[src/rtl/cassette_tape_waveform_generator_assert.svh]
// Assertion macros for the cassette tape waveform generator.
// Used by the top level; expects clk_i and rst_ni in scope.
`ifndef CASSETTE_TAPE_WAVEFORM_GENERATOR_ASSERT_SVH
`define CASSETTE_TAPE_WAVEFORM_GENERATOR_ASSERT_SVH
`ifndef SYNTHESIS
`define CTWG_ASSERT(lbl, cond) \
  lbl: assert property (@(posedge clk_i) disable iff (!rst_ni) (cond)) \
    else $error("ctwg assertion failed");
`define CTWG_ASSERT_NEXT(lbl, pre, post) \
  lbl: assert property (@(posedge clk_i) disable iff (!rst_ni) (pre) |=> (post)) \
    else $error("ctwg assertion failed");
`else
`define CTWG_ASSERT(lbl, cond)
`define CTWG_ASSERT_NEXT(lbl, pre, post)
`endif
`endif

[src/rtl/ctwg_pkg.sv]
// Package for the cassette tape waveform generator: frame layout tables,
// op and register codes, and helper functions. No dependencies.
`default_nettype none
package ctwg_pkg;

  localparam int unsigned HeaderBytes = 128;
  localparam int unsigned FifoDepth   = 256;
  localparam int unsigned HdrAw       = $clog2(HeaderBytes);
  localparam int unsigned FifoAw      = $clog2(FifoDepth);
  localparam logic [4:0]  SegDone     = 5'd16;
  localparam logic [7:0]  LenLoAddr   = 8'h12;
  localparam logic [7:0]  LenHiAddr   = 8'h13;

  localparam logic [1:0] OpTick = 2'd0;
  localparam logic [1:0] OpHead = 2'd1;
  localparam logic [1:0] OpBody = 2'd2;

  localparam logic [2:0] RegLongHigh  = 3'd0;
  localparam logic [2:0] RegLongLow   = 3'd1;
  localparam logic [2:0] RegShortHigh = 3'd2;
  localparam logic [2:0] RegShortLow  = 3'd3;
  localparam logic [2:0] RegGap       = 3'd4;
  localparam logic [2:0] RegHeadTone  = 3'd5;
  localparam logic [2:0] RegBodyTone  = 3'd6;

  typedef enum logic [2:0] {
    KindGap,
    KindZero,
    KindOne,
    KindHead,
    KindBody
  } kind_e;

  function automatic kind_e seg_kind(input logic [3:0] seg);
    kind_e k;
    case (seg)
      4'd0:                             k = KindGap;
      4'd1, 4'd3, 4'd7, 4'd10, 4'd12:   k = KindZero;
      4'd5, 4'd8:                       k = KindHead;
      4'd14:                            k = KindBody;
      default:                          k = KindOne;
    endcase
    return k;
  endfunction

  // Fixed bit counts of tone segments; zero where a register sets the count.
  function automatic logic [15:0] seg_bits(input logic [3:0] seg);
    logic [15:0] n;
    case (seg)
      4'd2, 4'd3:   n = 16'd40;
      4'd7:         n = 16'd256;
      4'd11, 4'd12: n = 16'd20;
      4'd4, 4'd6, 4'd9, 4'd13, 4'd15: n = 16'd1;
      default:      n = 16'd0;
    endcase
    return n;
  endfunction

  function automatic logic [3:0] ones_in(input logic [7:0] b);
    logic [3:0] n;
    n = 4'd0;
    for (int i = 0; i < 8; i++) begin
      n = n + {3'd0, b[i]};
    end
    return n;
  endfunction

  function automatic logic [7:0] max1_8(input logic [7:0] v);
    return (v == 8'd0) ? 8'd1 : v;
  endfunction

  function automatic logic [15:0] max1_16(input logic [15:0] v);
    return (v == 16'd0) ? 16'd1 : v;
  endfunction

endpackage
`default_nettype wire

[src/rtl/cassette_tape_waveform_generator.sv]
// Cassette tape waveform generator: one word in, one result word out.
// Result is valid in the cycle after input acceptance; one word per
// cycle sustained, set by the single result register (in_ready_o stays high
// while the result register is empty or being drained).
// Reset: asynchronous, active low; clears control state and sets the
// registers to their defaults. Header and body stores are not cleared.
`default_nettype none
`include "cassette_tape_waveform_generator_assert.svh"
module cassette_tape_waveform_generator
  import ctwg_pkg::*;
(
  input  wire logic        clk_i,
  input  wire logic        rst_ni,
  input  wire logic        cfg_we_i,
  input  wire logic [2:0]  cfg_index_i,
  input  wire logic [15:0] cfg_data_i,
  input  wire logic        in_valid_i,
  output logic             in_ready_o,
  input  wire logic [1:0]  op_i,
  input  wire logic [7:0]  data_byte_i,
  output logic             out_valid_o,
  input  wire logic        out_ready_i,
  output logic [7:0]       sample_o,
  output logic             accepted_o,
  output logic             underrun_o,
  output logic             finished_o,
  output logic [4:0]       frame_phase_o
);

  logic [7:0]  long_high_q, long_low_q, short_high_q, short_low_q;
  logic [15:0] gap_q, head_tone_q, body_tone_q;

  logic [7:0]  hdr_mem [HeaderBytes];
  logic [7:0]  fifo_mem [FifoDepth];
  logic [7:0]  hdr_rd_q, fifo_rd_q;
  logic [7:0]  len_lo_q, len_hi_q;

  logic [HdrAw:0]    fill_q, fill_d;
  logic [FifoAw-1:0] rptr_q, rptr_d, wptr_q, wptr_d;
  logic [FifoAw:0]   level_q, level_d;
  logic [4:0]  seg_q, seg_d;
  logic [15:0] sih_q, sih_d;
  logic [15:0] bis_q, bis_d;
  logic [3:0]  bib_q, bib_d;
  logic [16:0] bir_q, bir_d;
  logic [15:0] cks_q, cks_d;

  logic        out_valid_q;
  logic [7:0]  sample_q, sample_d;
  logic        accepted_q, accepted_d, underrun_q, underrun_d;

  logic        take;
  logic        hdr_we, fifo_we;

  assign in_ready_o = !out_valid_q || out_ready_i;
  assign take = in_valid_i && in_ready_o;

  always_ff @(posedge clk_i or negedge rst_ni) begin
    if (!rst_ni) begin
      long_high_q  <= 8'd24;
      long_low_q   <= 8'd29;
      short_high_q <= 8'd11;
      short_low_q  <= 8'd15;
      gap_q        <= 16'd10000;
      head_tone_q  <= 16'd10000;
      body_tone_q  <= 16'd10000;
    end else if (cfg_we_i) begin
      case (cfg_index_i)
        RegLongHigh:  long_high_q  <= cfg_data_i[7:0];
        RegLongLow:   long_low_q   <= cfg_data_i[7:0];
        RegShortHigh: short_high_q <= cfg_data_i[7:0];
        RegShortLow:  short_low_q  <= cfg_data_i[7:0];
        RegGap:       gap_q        <= cfg_data_i;
        RegHeadTone:  head_tone_q  <= cfg_data_i;
        RegBodyTone:  body_tone_q  <= cfg_data_i;
        default: begin
        end
      endcase
    end
  end

  // Stores are read continuously at the current position. The start bit of
  // each byte lasts at least two ticks, so the registered read data is
  // settled before any data bit needs it.
  always_ff @(posedge clk_i) begin
    if (hdr_we) begin
      hdr_mem[fill_q[HdrAw-1:0]] <= data_byte_i;
    end
    hdr_rd_q <= hdr_mem[bir_q[HdrAw-1:0]];
  end

  always_ff @(posedge clk_i) begin
    if (fifo_we) begin
      fifo_mem[wptr_q] <= data_byte_i;
    end
    fifo_rd_q <= fifo_mem[rptr_q];
  end

  // Body length bytes are kept in flops as they are pushed.
  always_ff @(posedge clk_i or negedge rst_ni) begin
    if (!rst_ni) begin
      len_lo_q <= 8'd0;
      len_hi_q <= 8'd0;
    end else if (hdr_we) begin
      if (fill_q == {1'b0, LenLoAddr[HdrAw-1:0]}) len_lo_q <= data_byte_i;
      if (fill_q == {1'b0, LenHiAddr[HdrAw-1:0]}) len_hi_q <= data_byte_i;
    end
  end

  kind_e       kind;
  logic        is_rec, is_data, bit_v, hl_hit, half_end;
  logic [16:0] len, n_rec;
  logic [15:0] n_tone, sih_inc;
  logic [7:0]  data, hl, ll;
  logic [8:0]  bit_len;
  logic [2:0]  bit_idx;
  logic        adv_seg;

  always_comb begin
    kind    = seg_kind(seg_q[3:0]);
    is_rec  = (kind == KindHead) || (kind == KindBody);
    len     = (kind == KindBody) ? {1'b0, len_hi_q, len_lo_q} : 17'(HeaderBytes);
    is_data = bir_q < len;
    n_rec   = len + 17'd2;
    if (is_data) begin
      data = (kind == KindBody) ? fifo_rd_q : hdr_rd_q;
    end else if (bir_q == len) begin
      data = cks_q[15:8];
    end else begin
      data = cks_q[7:0];
    end
    bit_idx = 3'(4'd8 - bib_q);
    if (is_rec) begin
      bit_v = (bib_q == 4'd0) ? 1'b1 : data[bit_idx];
    end else begin
      bit_v = (kind == KindOne);
    end
    n_tone = seg_bits(seg_q[3:0]);
    if (seg_q == 5'd1)  n_tone = head_tone_q;
    if (seg_q == 5'd10) n_tone = body_tone_q;
    n_tone  = max1_16(n_tone);
    hl      = max1_8(bit_v ? long_high_q : short_high_q);
    ll      = max1_8(bit_v ? long_low_q : short_low_q);
    bit_len = {1'b0, hl} + {1'b0, ll};
    hl_hit  = sih_q < {8'd0, hl};
    sih_inc = sih_q + 16'd1;
    half_end = {1'b0, sih_inc} >= {8'd0, bit_len};
  end

  always_comb begin
    fill_d     = fill_q;
    rptr_d     = rptr_q;
    wptr_d     = wptr_q;
    level_d    = level_q;
    seg_d      = seg_q;
    sih_d      = sih_q;
    bis_d      = bis_q;
    bib_d      = bib_q;
    bir_d      = bir_q;
    cks_d      = cks_q;
    sample_d   = 8'd0;
    accepted_d = 1'b0;
    underrun_d = 1'b0;
    hdr_we     = 1'b0;
    fifo_we    = 1'b0;
    adv_seg    = 1'b0;
    if (take) begin
      case (op_i)
        OpTick: begin
          if (seg_q < SegDone) begin
            if (kind == KindGap) begin
              sih_d = sih_inc;
              if (sih_inc >= max1_16(gap_q)) adv_seg = 1'b1;
            end else if (is_rec && is_data && (bib_q == 4'd0) &&
                         ((kind == KindHead) ? (bir_q >= {9'd0, fill_q})
                                             : (level_q == '0))) begin
              underrun_d = 1'b1;
            end else begin
              sample_d = hl_hit ? 8'hFF : 8'h00;
              sih_d    = sih_inc;
              if (half_end) begin
                sih_d = 16'd0;
                if (is_rec) begin
                  bib_d = bib_q + 4'd1;
                  if (bib_q == 4'd8) begin
                    bib_d = 4'd0;
                    if (is_data) begin
                      cks_d = cks_q + {12'd0, ones_in(data)};
                      if (kind == KindBody) begin
                        rptr_d  = rptr_q + 1'b1;
                        level_d = level_q - 1'b1;
                      end
                    end
                    bir_d = bir_q + 17'd1;
                    if (bir_d >= n_rec) adv_seg = 1'b1;
                  end
                end else begin
                  bis_d = bis_q + 16'd1;
                  if (bis_d >= n_tone) adv_seg = 1'b1;
                end
              end
            end
          end
        end
        OpHead: begin
          if (fill_q < (HdrAw + 1)'(HeaderBytes)) begin
            hdr_we     = 1'b1;
            fill_d     = fill_q + 1'b1;
            accepted_d = 1'b1;
          end
        end
        OpBody: begin
          if ((level_q < (FifoAw + 1)'(FifoDepth)) && (seg_q < SegDone)) begin
            fifo_we    = 1'b1;
            wptr_d     = wptr_q + 1'b1;
            level_d    = level_q + 1'b1;
            accepted_d = 1'b1;
          end
        end
        default: begin
        end
      endcase
    end
    if (adv_seg) begin
      seg_d = seg_q + 5'd1;
      sih_d = 16'd0;
      bis_d = 16'd0;
      bib_d = 4'd0;
      bir_d = 17'd0;
      cks_d = 16'd0;
    end
  end

  always_ff @(posedge clk_i or negedge rst_ni) begin
    if (!rst_ni) begin
      fill_q      <= '0;
      rptr_q      <= '0;
      wptr_q      <= '0;
      level_q     <= '0;
      seg_q       <= 5'd0;
      sih_q       <= 16'd0;
      bis_q       <= 16'd0;
      bib_q       <= 4'd0;
      bir_q       <= 17'd0;
      cks_q       <= 16'd0;
      out_valid_q <= 1'b0;
    end else begin
      fill_q  <= fill_d;
      rptr_q  <= rptr_d;
      wptr_q  <= wptr_d;
      level_q <= level_d;
      seg_q   <= seg_d;
      sih_q   <= sih_d;
      bis_q   <= bis_d;
      bib_q   <= bib_d;
      bir_q   <= bir_d;
      cks_q   <= cks_d;
      if (take) begin
        out_valid_q <= 1'b1;
      end else if (out_ready_i) begin
        out_valid_q <= 1'b0;
      end
    end
  end

  always_ff @(posedge clk_i) begin
    if (take) begin
      sample_q   <= sample_d;
      accepted_q <= accepted_d;
      underrun_q <= underrun_d;
    end
  end

  // Phase and finished follow the state after the word was processed; state
  // only moves on accepted words, so the live registers match that word.
  assign out_valid_o   = out_valid_q;
  assign sample_o      = sample_q;
  assign accepted_o    = accepted_q;
  assign underrun_o    = underrun_q;
  assign finished_o    = seg_q >= SegDone;
  assign frame_phase_o = seg_q;

  `CTWG_ASSERT(a_level_ptrs, level_q[FifoAw-1:0] == FifoAw'(wptr_q - rptr_q))
  `CTWG_ASSERT(a_fill_max, fill_q <= (HdrAw + 1)'(HeaderBytes))
  `CTWG_ASSERT(a_seg_max, seg_q <= SegDone)
  `CTWG_ASSERT_NEXT(a_underrun_holds, take && underrun_d, $stable(seg_q) && $stable(sih_q))

endmodule
`default_nettype wire

[config.mk]
export PLATFORM = sky130hd
export DESIGN_NAME = cassette_tape_waveform_generator
export DESIGN_NICKNAME = d
export VERILOG_FILES = /design/src/rtl/ctwg_pkg.sv /design/src/rtl/cassette_tape_waveform_generator.sv
export VERILOG_INCLUDE_DIRS = /design/src /design/src/rtl
export SDC_FILE = /design/constraint.sdc
export NUM_CORES = 2
export LEC_CHECK = 0
export BUFFER_PORTS_ARGS = -buffer_cell sky130_fd_sc_hd__buf_2
export CAP_MARGIN = 25
export CORE_MARGIN = 3
export CORE_UTILIZATION = 30
export DETAILED_ROUTE_END_ITERATION = 7
export MAX_ROUTING_LAYER = met4
export PLACE_DENSITY = 0.53
export SYNTH_ARGS = -nofsm -noshare
export SYNTH_HDL_FRONTEND = slang
export SYNTH_SLANG_ARGS = --single-unit
[constraint.sdc]
create_clock -name clk_i -period 23.4 [get_ports clk_i]
set_input_delay 3.51 -clock clk_i [delete_from_list [all_inputs] [get_ports clk_i]]
set_output_delay 3.51 -clock clk_i [all_outputs]
set_load 0.01 [all_outputs]
== Yosys cells after proc, flatten, opt, wreduce, memory -nomap -nowiden ==
Memory sizes are Yosys's and may differ from the RTL's. A register that Yosys moved wholly into a read port is not among the register bits.
Index checks and enable logic that the tools add are counted.
Word-level totals
  register bits: 214
  memory bits (writable): 3072
  memory bits (read-only): 144
  input port bits: 34
  output and inout port bits: 18
  word-level logic and storage cells: 236
  memories kept: 4
Cells by class
  add/subtract/negate cells: 21
  $lt $le $gt $ge: 12
  equality and inequality tests: 30
  muxes and demuxes: 96
  bitwise logic cells: 4
  reduce and logical (&&, ||, !) cells: 46
Memory list
  fifo_mem: depth 256, bits a word 8, read ports 1, clocked after memory_dff 1, wr ports 1, RTL line cassette_tape_waveform_generator.sv:34  | logic [7:0] fifo_mem [FifoDepth];
  hdr_mem: depth 128, bits a word 8, read ports 1, clocked after memory_dff 1, wr ports 1, RTL line cassette_tape_waveform_generator.sv:33  | logic [7:0] hdr_mem [HeaderBytes];
  (name not given): depth 16, bits a word 6, read ports 1, clocked after memory_dff 0, wr ports 0, RTL line ctwg_pkg.sv:49  | case (seg)
  (name not given): depth 16, bits a word 3, read ports 1, clocked after memory_dff 0, wr ports 0, RTL line ctwg_pkg.sv:36  | case (seg)
Operator list (number)
  $mux W16: 30
  $mux W17: 9
  $mux W9: 9
  $mux W8: 8
  $mux W4: 9
  $add A16 B1 Y16 const B: 2
  $ge A16 B16 Y1: 2
  $logic_not A16 Y1: 2
  $mux W1: 28
  $add A8 B1 Y8 const B: 3
  $ne A2 B2 Y1 const B: 11
  $pmux W9 S2: 1
  $reduce_and A2 Y1: 9
  $reduce_bool A2 Y1: 9
  $add A16 B2 Y17 const B: 1
  $add A17 B1 Y17 const B: 1
  $eq A17 B16 Y1: 1
  $ge A17 B17 Y1: 1
  $ge A17 B8 Y1: 1
  $lt A17 B16 Y1: 1
  $add A16 B4 Y16: 1
  $add A4 B1 Y4: 4
  $eq A8 B5 Y1 const B: 2
  $ge A16 B9 Y1: 1
  other kinds (45): 63

== Logic depth before layout (Yosys ltp) ==
An unclocked memory read counts as a cell.
  word-level depth: 24
  depth in mapped cells: 40
  depth with buffers taken out: 33

== Worst setup path after synthesis ==
No wires, ideal clock.
  path type: register -> register
  start point: register seg_q[0], in the netlist frame_phase_o[0]
  end point: register cks_q[5]
  library setup time: 0.078 ns
  arrival time: 9.190 ns
  required time: 23.322 ns
  setup slack: 14.132 ns
  stages on the path, launching flop included: 40
  buffers on the path: 7
  clock period less this slack: 9.268 ns
  path through: dfrtp_1 -> inv_1 -> ha_1 -> nand2_1 -> nor4b_2 -> clkbuf_1 -> clkbuf_1 -> buf_1 -> nand2_1 -> ha_1 -> and4b_4 -> a2111oi_2 -> nor3b_4 -> buf_6 -> mux4_2 -> nor2_1 -> o221ai_4 -> buf_2 -> [... 4 more ...] -> a21oi_1 -> nor2_1 -> nor2_1 -> o21bai_1 -> a21oi_1 -> xnor2_1 -> ha_1 -> a21o_1 -> a221o_1 -> a31oi_1 -> o2111ai_1 -> o21ai_0 -> nor4_4 -> o31ai_1 -> clkbuf_1 -> buf_2 -> o21ai_0 -> a21oi_1
Between the ends
  word-level cells in the longest chain between the ends: 24
  elaborated cells between the ends (all ways): 77
  classes of those cells: add/sub: 10; order compare: 5; eq/ne: 8; mux: 36; reduce/logical: 16; memory: 2
Ends and longest elaborated chain
  start: declaration: RTL line cassette_tape_waveform_generator.sv:41  | logic [4:0] seg_q, seg_d;
  start signal: assignment: RTL line cassette_tape_waveform_generator.sv:252  | seg_q <= seg_d;
  branches (longest 24 deep; another with $lt A17 B16 Y1)
  end signal: assignment: RTL line cassette_tape_waveform_generator.sv:257  | cks_q <= cks_d;
  end: declaration: RTL line cassette_tape_waveform_generator.sv:46  | logic [15:0] cks_q, cks_d;
Parallel ways; which one is timed is not known. The select of a mux whose other input is x is not followed.
A chain may end at the register's enable or synchronous reset.

== Worst setup path in the final report ==
  start point: register seg_q[0], in the netlist frame_phase_o[0]
  end point: register bis_q[13]
Between the ends
  word-level cells in the longest chain between the ends: 23
  elaborated cells between the ends (all ways): 58
  classes of those cells: add/sub: 2; order compare: 5; eq/ne: 9; mux: 27; reduce/logical: 13; memory: 2
Ends and longest elaborated chain
  branches (longest 23 deep; another with $lt A17 B16 Y1)
  end signal: assignment: RTL line cassette_tape_waveform_generator.sv:254  | bis_q <= bis_d;
  end: declaration: RTL line cassette_tape_waveform_generator.sv:43  | logic [15:0] bis_q, bis_d;
Parallel ways; which one is timed is not known. The select of a mux whose other input is x is not followed.

==> impl_summary.log <==
INFO  metric status = finished clean
INFO  metric clk_latency = 0.90 ns
INFO  metric htreeDepth = 5
INFO  metric syn2layout_area_growth = 14.3%
INFO  metric leading_cell_types_in_the_layout_fill_and_taps_excluded = 3075 x sky130_fd_sc_hd__edfxtp_1, 1003 x sky130_fd_sc_hd__mux4_2, 441 x sky130_fd_sc_hd__nor2_1
INFO  metric timing.hold.worst.class = reg -> reg
INFO  metric timing.critical_path.slowest_cell_delay = between 0.6 and 0.7 ns
INFO  metric routabilityCongestion = 0.804
INFO  metric crit_path_top_delay_cell = sky130_fd_sc_hd__nor3_1
INFO  metric clockBufferDepth = 4
INFO  metric power.static_leakage = 46.0 nW
INFO  metric max-slew-margin-rel = about a quarter
INFO  metric critical_path_arrival = 10.88 ns
INFO  metric grt_antenna_before_repair = 7
INFO  metric finalCritPeriodShare = 43.1%
INFO  metric max-vdd-ir-drop = 0.0573 mV
INFO  metric detailedRoute.firstIterationViolations = 6103
INFO  metric finalHoldViolations = 0
INFO  metric count_of_input_and_output_buffers = 51
INFO  metric drt-wirelength-per-cell = 26.0 µm
INFO  metric vias = 63275
INFO  metric power_density_over_the_cells = approximately 85 nW/µm²
INFO  metric global_route.usage.met3 = 2.28%
INFO  metric cts.sink_count = 3295
INFO  metric floorplan.die_area = 449000 µm²
INFO  metric yosysWarningCount = 0
INFO  metric report.final.slew_viol_count = 0
INFO  metric floorplan.rows = 243
INFO  metric synthCells = 6303
INFO  metric yosys_most_used_dff = sky130_fd_sc_hd__edfxtp_1
INFO  metric cts_tree = done
INFO  metric criticalPathCategory = reg -> reg
INFO  metric cell_at_the_root_of_the_clock_tree = sky130_fd_sc_hd__clkbuf_16
INFO  metric rsz0062_at_grt = false
INFO  metric totalNegativeSetupSlack = 0 ns
INFO  metric post_dp_hpwl = 199000 µm
INFO  metric final_nets = 6657
INFO  metric clk_pin_slew_worst_paths = approximately 0.06 ns
INFO  metric cell_mode_on_critical_path = sky130_fd_sc_hd__ha_1
INFO  metric yosysSeqAreaShare = 73.9%
INFO  metric cts_inserted_buffers = between 300 and 400
INFO  metric track_usage = 14.8%
INFO  metric crit_path_max_fanout = 31
INFO  metric via_cell_ratio = 5.00
INFO  metric grt_use_met2 = 22.9%
INFO  metric worst_slew_pin_slew = 1.15 ns
INFO  metric routed_wl = 329000 µm
INFO  metric globalRoute.busiestLayer = met2
INFO  metric grt.overflow.total = 0
INFO  metric synthesis.area = about 130000 µm²
INFO  metric final.setup_skew = 0.0554 ns
INFO  metric dr.pass1.iters = 6
INFO  metric first_global_vias = 65250
INFO  metric die_h = 670 µm
INFO  metric antenna_violating_nets_post_route = 0
INFO  metric grt_use_met1 = 20.8%
INFO  metric async_reset_ff_share = 6.19%
INFO  metric placedCellCount = 12002
INFO  metric place_worst_setup_slack = 13.12 ns
INFO  metric maxCapViolCount = 0
INFO  metric drive_above_1_share = 27.5%
INFO  metric wire_length_of_the_first_global_routing_pass = roughly 480000 µm
INFO  metric mostFrequentLayoutCell = sky130_fd_sc_hd__edfxtp_1
INFO  metric synth_nets = 6476
INFO  metric timing.final.crit_period = 10.08 ns
INFO  metric synth_edf_count = 3075
INFO  metric floorplan.io_pins = 52
INFO  metric design.core.area = 439000 µm²
INFO  metric setup_viol_count_final = 0
INFO  metric synth.distinct_cells = just over 70
INFO  metric fmaxAchievable = 0.0992 GHz
INFO  metric synth.ff_latch_count = 3295
INFO  metric syn_area_per_cell = 21.0 µm²
INFO  metric postLayoutSetupSlackWorst = 13.32 ns
INFO  metric post_cts.repair.setup_buffers = 0
INFO  metric die_x = 670 µm
INFO  metric layout.core_utilization = about a third
INFO  metric timing.critical_path.to_type = flip-flop
INFO  metric drt_drc_violations_left = 0
INFO  metric initial_core_util = between 30% and 40%
INFO  metric worst-endpoint-required = 24.20 ns
INFO  metric grt_max_degree = 196
INFO  metric postCtsHoldBufs = 0
INFO  metric critPathLaunchType = flip-flop
INFO  metric post_cts_resize_count = 0
INFO  metric report.power.total = roughly 13 mW
INFO  metric instances_no_fill = 12647
metrics by stage:
stage / instance area (µm²) / hold WS (ns)
2_1_floorplan: 132000 / 0.469
3_3_place_gp: 140000 / 0.488
3_5_place_dp: 140000 / 0.494
4_1_cts: 151000 / 0.508
5_1_grt: 151000 / 0.530
6_report: 151000 / 0.506
metal layers:
| layer | vias up | share of wire (%) |
|---|---|---|
| met5 | - | 0 |
| met4 | 0 | 2.2 |
| met2 | 1862 | 48 |
| met3 | 446 | 5.6 |
| li1 | 26514 | - |
| met1 | 34453 | 45 |
cells by family (layout without fill, tap and decap cells):
group	after synthesis	after routing	share of synthesized area, %
AOI/OAI and AO/OA	298	298	1.49
muxes	1155	1155	18.3
and+or+nand+nor	910	910	3.12
other	0	3	0
buffers and inverters	411	872	1.20
DFF	3295	3295	73.9
adders and majority gates	139	139	1.35
xor gates and xnor gates	95	95	0.629
critical path: cells and delay by family, from the launching register on:
| kind | cells | cell delay [ns] |
|---|---|---|
| AO/OA/AOI/OAI | 11 | 3.18 |
| AND/OR/NAND/NOR | 10 | 2.91 |
| adder cells (fa/ha/maj) | 5 | 1.64 |
| multiplexers | 3 | 0.98 |
| buffers and inverters | 2 | 0.59 |
| flip-flops | 1 | 0.50 |
| XOR/XNOR | 1 | 0.17 |
worst paths after layout:
check	from	to	slack, ns	cells past startpoint
min	body_tone_q[12]	body_tone_q[12]	0.51	1
min reg2reg	body_tone_q[12]	body_tone_q[12]	0.51	1
max	frame_phase_o[0]	bis_q[13]	13.32	32
max in group asynchronous	rst_ni	rptr_q[0]	19.07	5
max reg2reg	frame_phase_o[0]	bis_q[13]	13.32	32
min in group asynchronous	rst_ni	long_high_q[0]	2.62	1
flip-flops by register name, summed over array words and instances, names as in the netlist, 5 cells and up:
signal,flops
gap_q,16
short_high_q,8
bis_q,16
hdr_mem,1024
frame_phase_o,5
body_tone_q,16
wptr_q,8
hdr_rd_q,8
fill_q,8
long_low_q,8
fifo_rd_q,8
len_lo_q,8
len_hi_q,8
cks_q,16
rptr_q,8
head_tone_q,16
long_high_q,8
short_low_q,8
bir_q,17
fifo_mem,2048
sih_q,16
level_q,9
synth_stat cells, drive strengths merged, types with 25 or more instances:
master,count,share of area (%)
clkbuf,230,0.65
xnor2,68,0.45
nor3,30,0.11
o21ai,64,0.24
nor2,441,1.3
buf,106,0.34
mux4,1003,17
ha,132,1.2
nor2b,35,0.17
and3,25,0.12
a21o,30,0.17
nand2,182,0.52
nand4,30,0.14
edfxtp,3075,70
mux2,108,0.92
dfrtp,176,3.3
dfstp,28,0.56
xor2,27,0.18
inv,75,0.21
mux2i,44,0.33
nand2b,27,0.13
nand3,62,0.23
o31ai,28,0.16
a21oi,73,0.28
area by class of cell:
cell class              instances  area, µm²
repair buffers                170       1560
multi-input cells            2597      33100
clock buffers                 421       9160
diodes                          3       7.51
clock inverters               206       2020
inverters                      75        284
fillers                     40594     287000
well taps                    5880       7360
flip-flops and latches       3295      97800
report_power, final:
part	total [mW]	switching (mW)	leakage (nW)	internal, mW
logic	0.784	0.515	10.2	0.269
registers	6.56	0.0580	30.3	6.50
clock network	5.46	2.29	5.46	3.17
total	12.8	2.87	46.0	9.94
Power figures use the tool's default switching activity.
